[src/hdl/pfl_pkg.sv]
// Package with the shared codes, types and reset constants of the PWM fan level controller.
package pfl_pkg;

    localparam int NUM_LEVELS = 8;

    typedef logic [2:0] t_opcode;
    typedef logic [1:0] t_status;
    typedef logic [1:0] t_cfg_index;
    typedef logic [1:0] t_mode;

    localparam t_opcode OP_WR_LEVEL    = 3'd0;
    localparam t_opcode OP_WR_MODE     = 3'd1;
    localparam t_opcode OP_SET_STATE   = 3'd2;
    localparam t_opcode OP_RD_LEVEL    = 3'd3;
    localparam t_opcode OP_RD_MODE     = 3'd4;
    localparam t_opcode OP_RD_STATE    = 3'd5;
    localparam t_opcode OP_RD_TOP      = 3'd6;
    localparam t_opcode OP_UNSUPPORTED = 3'd7;

    localparam t_status ST_OK          = 2'd0;
    localparam t_status ST_INVALID     = 2'd1;
    localparam t_status ST_UNSUPPORTED = 2'd2;

    localparam t_cfg_index CFG_PWM_PERIOD     = 2'd0;
    localparam t_cfg_index CFG_COOLING_LEVELS = 2'd1;
    localparam t_cfg_index CFG_TOP_STATE      = 2'd2;
    localparam t_cfg_index CFG_HAS_REGULATOR  = 2'd3;

    localparam t_mode MODE_DISABLED  = 2'd0;
    localparam t_mode MODE_SUPPLY_ON = 2'd1;
    localparam t_mode MODE_OUTPUT_ON = 2'd2;
    localparam t_mode MODE_AUTO      = 2'd3;

    localparam logic [7:0]  MAX_LEVEL = 8'd255;
    localparam logic [2:0]  MAX_STATE = 3'(NUM_LEVELS - 1);

    localparam logic [15:0] RST_PWM_PERIOD     = 16'd10000;
    localparam logic [63:0] RST_COOLING_LEVELS = 64'hFFFF_FFFF_E6AA_6600;
    localparam logic [2:0]  RST_TOP_STATE      = 3'd4;
    localparam logic        RST_HAS_REGULATOR  = 1'b1;
    localparam logic [7:0]  RST_LEVEL          = MAX_LEVEL;
    localparam t_mode       RST_MODE           = MODE_SUPPLY_ON;
    localparam logic [15:0] RST_DUTY           = RST_PWM_PERIOD - 16'd1;
    localparam logic [2:0]  RST_STATE          =
        (RST_TOP_STATE > MAX_STATE) ? MAX_STATE : RST_TOP_STATE;

endpackage

[src/hdl/pfl_if.sv]
// Channel interfaces for the request and result beats of the PWM fan level controller.
interface pfl_in_if;
    logic        valid;
    logic        ready;
    logic [2:0]  opcode;
    logic [15:0] value;

    modport source (output valid, output opcode, output value, input ready);
    modport sink (input valid, input opcode, input value, output ready);
endinterface

interface pfl_out_if;
    logic        valid;
    logic        ready;
    logic [7:0]  read_data;
    logic [15:0] duty_count;
    logic        pwm_output_on;
    logic        supply_on;
    logic [2:0]  cooling_state;
    logic [1:0]  status;

    modport source (output valid, output read_data, output duty_count, output pwm_output_on,
                    output supply_on, output cooling_state, output status, input ready);
    modport sink (input valid, input read_data, input duty_count, input pwm_output_on,
                  input supply_on, input cooling_state, input status, output ready);
endinterface

[src/hdl/pwm_fan_level_controller_top.sv]
// Top level of the PWM fan level controller: request decode, fan state and result register.
// Each request beat is accepted and its result appears in the output register on
// the next cycle; a new beat can be taken every cycle while the result register is empty or its
// beat is taken in the same cycle, so a stalled result holds off the request channel.
// The rate is set by the combinational path from the request through the level-times-period
// multiplier and the add-based divide by 255 into the state and result registers.
module pwm_fan_level_controller_top
    import pfl_pkg::*;
(
    input  logic          i_clk,
    input  logic          i_rst_n,
    input  logic          i_cfg_we,
    input  t_cfg_index    i_cfg_index,
    input  logic [63:0]   i_cfg_data,
    pfl_in_if.sink        i_in,
    pfl_out_if.source     o_out
);

    logic [15:0] r_period;
    logic [63:0] r_levels;
    logic [2:0]  r_top;
    logic        r_has_reg;

    logic [7:0]  r_level, n_level;
    t_mode       r_mode, n_mode;
    logic        r_running, n_running;
    logic        r_out_en, n_out_en;
    logic        r_supply, n_supply;
    logic [15:0] r_duty, n_duty;
    logic [2:0]  r_state, n_state;

    logic        r_out_valid;
    logic [7:0]  r_rd_data, n_rd_data;
    t_status     r_status, n_status;

    logic        in_fire;
    t_opcode     op;
    logic [15:0] val;
    logic [2:0]  eff_top;
    logic [15:0] period_less_one;
    logic [7:0]  apply_lv;
    logic [7:0]  track_lv;
    logic [2:0]  track_state;
    logic        do_apply;

    logic [23:0] prod;
    logic [23:0] dividend;
    logic [24:0] sum_est;
    logic [16:0] quot_est;
    logic [24:0] rem_est;
    logic [16:0] quot;
    logic [15:0] duty_calc;

    assign in_fire = i_in.valid && i_in.ready;
    assign i_in.ready = !r_out_valid || o_out.ready;
    assign op = i_in.opcode;
    assign val = i_in.value;

    assign eff_top = (r_top > MAX_STATE) ? MAX_STATE : r_top;
    assign period_less_one = (r_period == 16'd0) ? 16'd0 : r_period - 16'd1;

    assign apply_lv = (op == OP_SET_STATE) ? r_levels[val[2:0] * 8 +: 8] : val[7:0];
    assign track_lv = (op == OP_WR_LEVEL) ? val[7:0] : 8'd0;

    // Rounded-up duty: (lv * (period - 1) + 254) / 255, with the divide done by a
    // geometric-series estimate that is at most one low, then one correction step.
    assign prod      = 24'(apply_lv) * 24'(period_less_one);
    assign dividend  = prod + 24'd254;
    assign sum_est   = 25'(dividend) + 25'(dividend >> 8) + 25'(dividend >> 16);
    assign quot_est  = sum_est[24:8];
    assign rem_est   = 25'(dividend) - ((25'(quot_est) << 8) - 25'(quot_est));
    assign quot      = quot_est + ((rem_est >= 25'd255) ? 17'd1 : 17'd0);
    assign duty_calc = quot[15:0];

    always_comb begin
        track_state = eff_top;
        for (int i = NUM_LEVELS - 2; i >= 0; i--) begin
            if ((3'(i) < eff_top) && (track_lv < r_levels[(i + 1) * 8 +: 8])) begin
                track_state = 3'(i);
            end
        end
    end

    always_comb begin
        n_level   = r_level;
        n_mode    = r_mode;
        n_running = r_running;
        n_out_en  = r_out_en;
        n_supply  = r_supply;
        n_duty    = r_duty;
        n_state   = r_state;
        n_rd_data = 8'd0;
        n_status  = ST_OK;
        do_apply  = 1'b0;

        case (op)
            OP_WR_LEVEL: begin
                if (val > 16'(MAX_LEVEL)) begin
                    n_status = ST_INVALID;
                end else begin
                    do_apply = 1'b1;
                    n_state  = track_state;
                end
            end
            OP_WR_MODE: begin
                if (val > 16'(MODE_AUTO)) begin
                    n_status = ST_INVALID;
                end else if (val[1:0] != r_mode) begin
                    n_mode = val[1:0];
                    if (val[1:0] == MODE_DISABLED) begin
                        if (r_running) begin
                            n_out_en  = 1'b0;
                            n_duty    = 16'd0;
                            n_running = 1'b0;
                            n_level   = 8'd0;
                        end
                        if (r_has_reg) begin
                            n_supply = 1'b0;
                        end
                        n_state = track_state;
                    end else if (!r_running) begin
                        n_duty   = 16'd0;
                        n_out_en = (val[1:0] == MODE_OUTPUT_ON);
                        if (r_has_reg) begin
                            n_supply = (val[1:0] == MODE_SUPPLY_ON) ||
                                       (val[1:0] == MODE_OUTPUT_ON);
                        end
                        n_state = track_state;
                    end
                end
            end
            OP_SET_STATE: begin
                if (val > 16'(eff_top)) begin
                    n_status = ST_INVALID;
                end else if (val[2:0] != r_state) begin
                    do_apply = 1'b1;
                    n_state  = val[2:0];
                end
            end
            OP_RD_LEVEL: n_rd_data = r_level;
            OP_RD_MODE:  n_rd_data = 8'(r_mode);
            OP_RD_STATE: n_rd_data = 8'(r_state);
            OP_RD_TOP:   n_rd_data = 8'(eff_top);
            default:     n_status = ST_UNSUPPORTED;
        endcase

        if (do_apply) begin
            if (apply_lv != 8'd0) begin
                if (r_mode != MODE_DISABLED) begin
                    n_duty  = duty_calc;
                    n_level = apply_lv;
                    if (!r_running) begin
                        if (r_has_reg) begin
                            n_supply = 1'b1;
                        end
                        n_out_en  = 1'b1;
                        n_running = 1'b1;
                    end
                end
            end else begin
                if (r_running) begin
                    n_out_en = 1'b0;
                    n_duty   = 16'd0;
                    if (r_has_reg) begin
                        n_supply = (r_mode == MODE_SUPPLY_ON) || (r_mode == MODE_OUTPUT_ON);
                    end
                    n_running = 1'b0;
                end
                n_level = 8'd0;
            end
        end
    end

    always_ff @(posedge i_clk) begin
        if (!i_rst_n) begin
            r_period  <= RST_PWM_PERIOD;
            r_levels  <= RST_COOLING_LEVELS;
            r_top     <= RST_TOP_STATE;
            r_has_reg <= RST_HAS_REGULATOR;
        end else if (i_cfg_we) begin
            case (i_cfg_index)
                CFG_PWM_PERIOD:     r_period  <= i_cfg_data[15:0];
                CFG_COOLING_LEVELS: r_levels  <= i_cfg_data;
                CFG_TOP_STATE:      r_top     <= i_cfg_data[2:0];
                CFG_HAS_REGULATOR:  r_has_reg <= i_cfg_data[0];
                default: begin
                end
            endcase
        end
    end

    always_ff @(posedge i_clk) begin
        if (!i_rst_n) begin
            r_level     <= RST_LEVEL;
            r_mode      <= RST_MODE;
            r_running   <= 1'b1;
            r_out_en    <= 1'b1;
            r_supply    <= RST_HAS_REGULATOR;
            r_duty      <= RST_DUTY;
            r_state     <= RST_STATE;
            r_out_valid <= 1'b0;
        end else begin
            if (in_fire) begin
                r_level     <= n_level;
                r_mode      <= n_mode;
                r_running   <= n_running;
                r_out_en    <= n_out_en;
                r_supply    <= n_supply;
                r_duty      <= n_duty;
                r_state     <= n_state;
                r_out_valid <= 1'b1;
            end else if (o_out.ready) begin
                r_out_valid <= 1'b0;
            end
        end
    end

    always_ff @(posedge i_clk) begin
        if (in_fire) begin
            r_rd_data <= n_rd_data;
            r_status  <= n_status;
        end
    end

    assign o_out.valid         = r_out_valid;
    assign o_out.read_data     = r_rd_data;
    assign o_out.duty_count    = r_duty;
    assign o_out.pwm_output_on = r_out_en;
    assign o_out.supply_on     = r_supply;
    assign o_out.cooling_state = r_state;
    assign o_out.status        = r_status;

endmodule

[src/flat_wrapper.sv]
// flat-port wrapper written by rule: the top's interface ports become plain ports
module pwm_fan_level_controller_top_flat import pfl_pkg::*;
  (i_clk, i_rst_n, i_cfg_we, i_cfg_index, i_cfg_data, i_in_valid, i_in_opcode, i_in_value, i_in_ready, o_out_valid, o_out_read_data, o_out_duty_count, o_out_pwm_output_on, o_out_supply_on, o_out_cooling_state, o_out_status, o_out_ready);
  pfl_in_if i_in_i ();
  pfl_out_if o_out_i ();
  input  logic i_clk;
  input  logic i_rst_n;
  input  logic i_cfg_we;
  input  t_cfg_index i_cfg_index;
  input  logic [63:0] i_cfg_data;
  input wire logic [$bits(i_in_i.valid)-1:0] i_in_valid;
  input wire logic [$bits(i_in_i.opcode)-1:0] i_in_opcode;
  input wire logic [$bits(i_in_i.value)-1:0] i_in_value;
  output wire logic [$bits(i_in_i.ready)-1:0] i_in_ready;
  output wire logic [$bits(o_out_i.valid)-1:0] o_out_valid;
  output wire logic [$bits(o_out_i.read_data)-1:0] o_out_read_data;
  output wire logic [$bits(o_out_i.duty_count)-1:0] o_out_duty_count;
  output wire logic [$bits(o_out_i.pwm_output_on)-1:0] o_out_pwm_output_on;
  output wire logic [$bits(o_out_i.supply_on)-1:0] o_out_supply_on;
  output wire logic [$bits(o_out_i.cooling_state)-1:0] o_out_cooling_state;
  output wire logic [$bits(o_out_i.status)-1:0] o_out_status;
  input wire logic [$bits(o_out_i.ready)-1:0] o_out_ready;
  assign i_in_i.valid = i_in_valid;
  assign i_in_i.opcode = i_in_opcode;
  assign i_in_i.value = i_in_value;
  assign i_in_ready = i_in_i.ready;
  assign o_out_valid = o_out_i.valid;
  assign o_out_read_data = o_out_i.read_data;
  assign o_out_duty_count = o_out_i.duty_count;
  assign o_out_pwm_output_on = o_out_i.pwm_output_on;
  assign o_out_supply_on = o_out_i.supply_on;
  assign o_out_cooling_state = o_out_i.cooling_state;
  assign o_out_status = o_out_i.status;
  assign o_out_i.ready = o_out_ready;
  pwm_fan_level_controller_top u_core (.i_clk(i_clk), .i_rst_n(i_rst_n), .i_cfg_we(i_cfg_we), .i_cfg_index(i_cfg_index), .i_cfg_data(i_cfg_data), .i_in(i_in_i), .o_out(o_out_i));
endmodule
[config.mk]
export PLATFORM = sky130hd
export DESIGN_NAME = pwm_fan_level_controller_top_flat
export DESIGN_NICKNAME = d
export VERILOG_FILES = /design/src/hdl/pfl_pkg.sv /design/src/hdl/pfl_if.sv /design/src/hdl/pwm_fan_level_controller_top.sv /design/src/flat_wrapper.sv
export SDC_FILE = /design/constraint.sdc
export NUM_CORES = 1
export LEC_CHECK = 0
export BUFFER_PORTS_ARGS = -buffer_cell sky130_fd_sc_hd__buf_2
export CAP_MARGIN = 30
export CORE_MARGIN = 2
export CORE_UTILIZATION = 55
export DETAILED_ROUTE_END_ITERATION = 8
export GPL_TIMING_DRIVEN = 0
export PLACE_DENSITY_LB_ADDON = 0.25
export SLEW_MARGIN = 20
export SYNTH_ARGS = -nofsm -noshare
export SYNTH_HDL_FRONTEND = slang
export SYNTH_SLANG_ARGS = --single-unit
[constraint.sdc]
create_clock -name i_clk -period 16.5 [get_ports i_clk]
set_clock_uncertainty 0.15 [all_clocks]
set_input_delay 2.475 -clock i_clk [delete_from_list [all_inputs] [get_ports i_clk]]
set_output_delay 2.475 -clock i_clk [all_outputs]
set_load 0.05 [all_outputs]
==> metrics.md <==
| Metric | Value |
|---|---|
| Status | `completed` |
| GRT Overall Usage | `0.3087` |
| First-pass GRT wire length | `70590 µm` |
| Worst Setup SP | `i_in_value[1]` |
| CTS tree | `done` |
| Max-slew violations | `0` |
| Final hold vios | `0` |
| Num CTS Buffers | `17` |
| Grt peak-use layer | `met2` |
| Routed via count | `14230` |
| Synth cell count leaders | `inv_1 (274), nand2_1 (210), nor2_1 (173)` |
| Fin nets | `2403` |
| Critical Path AT | `16110 ps` |
| Largest Register | `u_core.r_levels` |
| Max frequency | `0.06275 GHz` |
| EDFF count, synth | `10` |
| Cell Rows | `60` |
| Critical Path RT | `16670 ps` |
| H-tree lvl count | `4` |
| Crit-path max FO | `10` |
| Max cap viols | `0` |
| Post-Synthesis Cells | `1880` |
| Syn-to-layout area delta | `13.86%` |
| Grt ovf | `0` |
| Grt met2 use | `0.5299` |
| Vias per std cell | `5.948` |
| Reg clk slew, reported paths | `60 ps` |
| Async SR Flop Fraction | `0` |
| Most frequent CP cell | `inv_1` |
| Max incr delay on CP | `590 ps` |
| Slowest CP cell | `or4_1` |
| Sink Count | `127` |
| Actual slew at the worst max-slew pin | `775.7 ps` |
| M3 GR Usage | `0.03918` |
| Syn_nets | `2245` |
| Count of TritonRoute iterations in the first routing pass | `6` |
| Vias in the first global route | `14010` |
| Worst relative slew slack | `0.4804` |
| Seq/Total Area, Yosys | `0.1749` |
| Io pins | `123` |
| HP Start | `u_core.o_out.duty_count[12]` |
| Ys flop type | `dfxtp_1` |
| Yosys warns | `0` |
| Starting Density | `0.5606` |
| Max reg flops | `64` |
| Top-count cell post-synth | `inv_1` |
| Tmin final | `15940 ps` |
| Synth area leaders | `dfxtp_1 (16%), fa_1 (14%), ha_1 (14%)` |
| Placed cell area | `16140 µm²` |
| Die X | `169.7 µm` |
| Largest net degree at the start of global routing | `19` |
| CTS max path bufs | `2` |
| Die H | `169.7 µm` |
| DR iter-0 viols | `1034` |
| Die Footprint | `28810 µm²` |
| Remaining antenna violation count | `0` |
| Layout cells sized above 1 | `0.1438` |
| Mapped Area | `15110 µm²` |
| DRC viols | `0` |
| Core area | `26950 µm²` |
| Detailed placement HPWL | `35400 µm` |
| Yosys cell types | `95` |
| Design area | `17200 µm²` |
| Crit path kind | `input port to flop` |
| Setup Viol. Count Final | `0` |
| R2R Path Start | `u_core.r_period[2]` |
| Worst-Skew Late Latency | `430 ps` |
| CP Capture Type | `flop` |
| Syn_area_per_cell | `8.037 µm²` |
| Grt met1 use | `0.3776` |
| Hold buffers post-CTS | `0` |
| Initial antenna violation count | `1` |
| Setup crit start kind | `input port` |
| DR WL/cell | `18.49 µm` |
| Clk root buf | `clkbuf_16` |
| DRT Wirelength | `44220 µm` |
| Tcrit/Tclk final | `0.9659` |
| Routability congestion estimate | `0.9790` |
| Worst min path class | `flop to flop` |
| Filler cell count | `2310` |
| Leading area contributor after synthesis | `dfxtp_1` |
| Yosys top cell area share | `0.1550` |
| Seq cells post-synth | `127` |
| Buffers on Ports | `120` |
| Antenna cells | `0` |
## layer usage
| layer | up-vias | share of wire |
|---|---|---|
| met5 | - | 0.00020 |
| met4 | 2 | 0.057 |
| met3 | 163 | 0.059 |
| met2 | 624 | 0.48 |
| met1 | 6697 | 0.41 |
| li1 | 6741 | - |
## final timing paths
check,to,slack (ps),depth (start not counted)
max,u_core.o_out.duty_count[8],560,55
min,u_core.o_out.duty_count[12],320,2
max reg2reg,u_core.o_out.duty_count[8],1730,52
min reg2reg,u_core.o_out.duty_count[12],320,2
## kinds of logic (layout without fill, tap and decap cells)
group,Yosys count,in the layout,share of synthesized area
xor+xnor,65,65,0.03991
buf+inv,349,520,0.08827
mux,28,28,0.03180
flops,127,127,0.1749
simple gates,630,630,0.1987
fa+ha+maj,275,275,0.2804
compound gates,406,406,0.1860
## placed cells by master (no fill, tap or decap), drive strengths merged, types with 26 or more instances in the layout
cell	instances
or3	30
a21o	26
a21oi	108
nand3	37
nor3	34
dfxtp	117
ha	169
buf	164
xnor2	39
o21ai	66
inv	282
xor2	26
fa	106
nor2	175
clkbuf	64
o211ai	52
nand2	211
## per-stage QoR
step	setup WS, ps	hold WS, ps	utilization	instances	setup TNS (ps)
finish	563.1	320.2	0.6383	2392	0
global route	-31.56	341.1	0.6383	2392	-65.59
CTS	19.24	322.6	0.6271	2375	0
detailed placement	-1479	313.4	0.5987	2341	-20940
global placement	-1390	302.8	0.5987	2341	-19430
floorplan	1234	283.4	-	1880	0
## critical path, delay by kind of cell
| kind | cells | cell delay (ps) |
|---|---|---|
| XOR/XNOR | 1 | 150 |
| AND/OR/NAND/NOR | 15 | 3350 |
| AO/OA/AOI/OAI | 13 | 3440 |
| adder cells (fa/ha/maj) | 11 | 4390 |
| buffers and inverters | 12 | 1620 |
| multiplexers | 3 | 630 |
## timing repair
item / CTS / global route
buffers inserted: 2 / 17
gates resized for setup: 29 / 48
pin swaps: 1 / 15
setup endpoints to repair: 16 / 16
## layout make-up
cell class | instances | area, µm² | share of cell area
inverter | 278 | 1044 | 0.06065
multi-input combinational | 1404 | 11380 | 0.6615
sequential | 127 | 2643 | 0.1536
clock buffer | 18 | 450.4 | 0.02618
buffer | 71 | 342.8 | 0.01993
tap | 341 | 426.7 | 0.02480
clock inverter | 14 | 175.2 | 0.01018
timing repair buffer | 139 | 743.2 | 0.04320
Power is left out: the tool's default activity adds up to more than one toggle a clock period on the data nets, which glitch-free logic cannot reach.
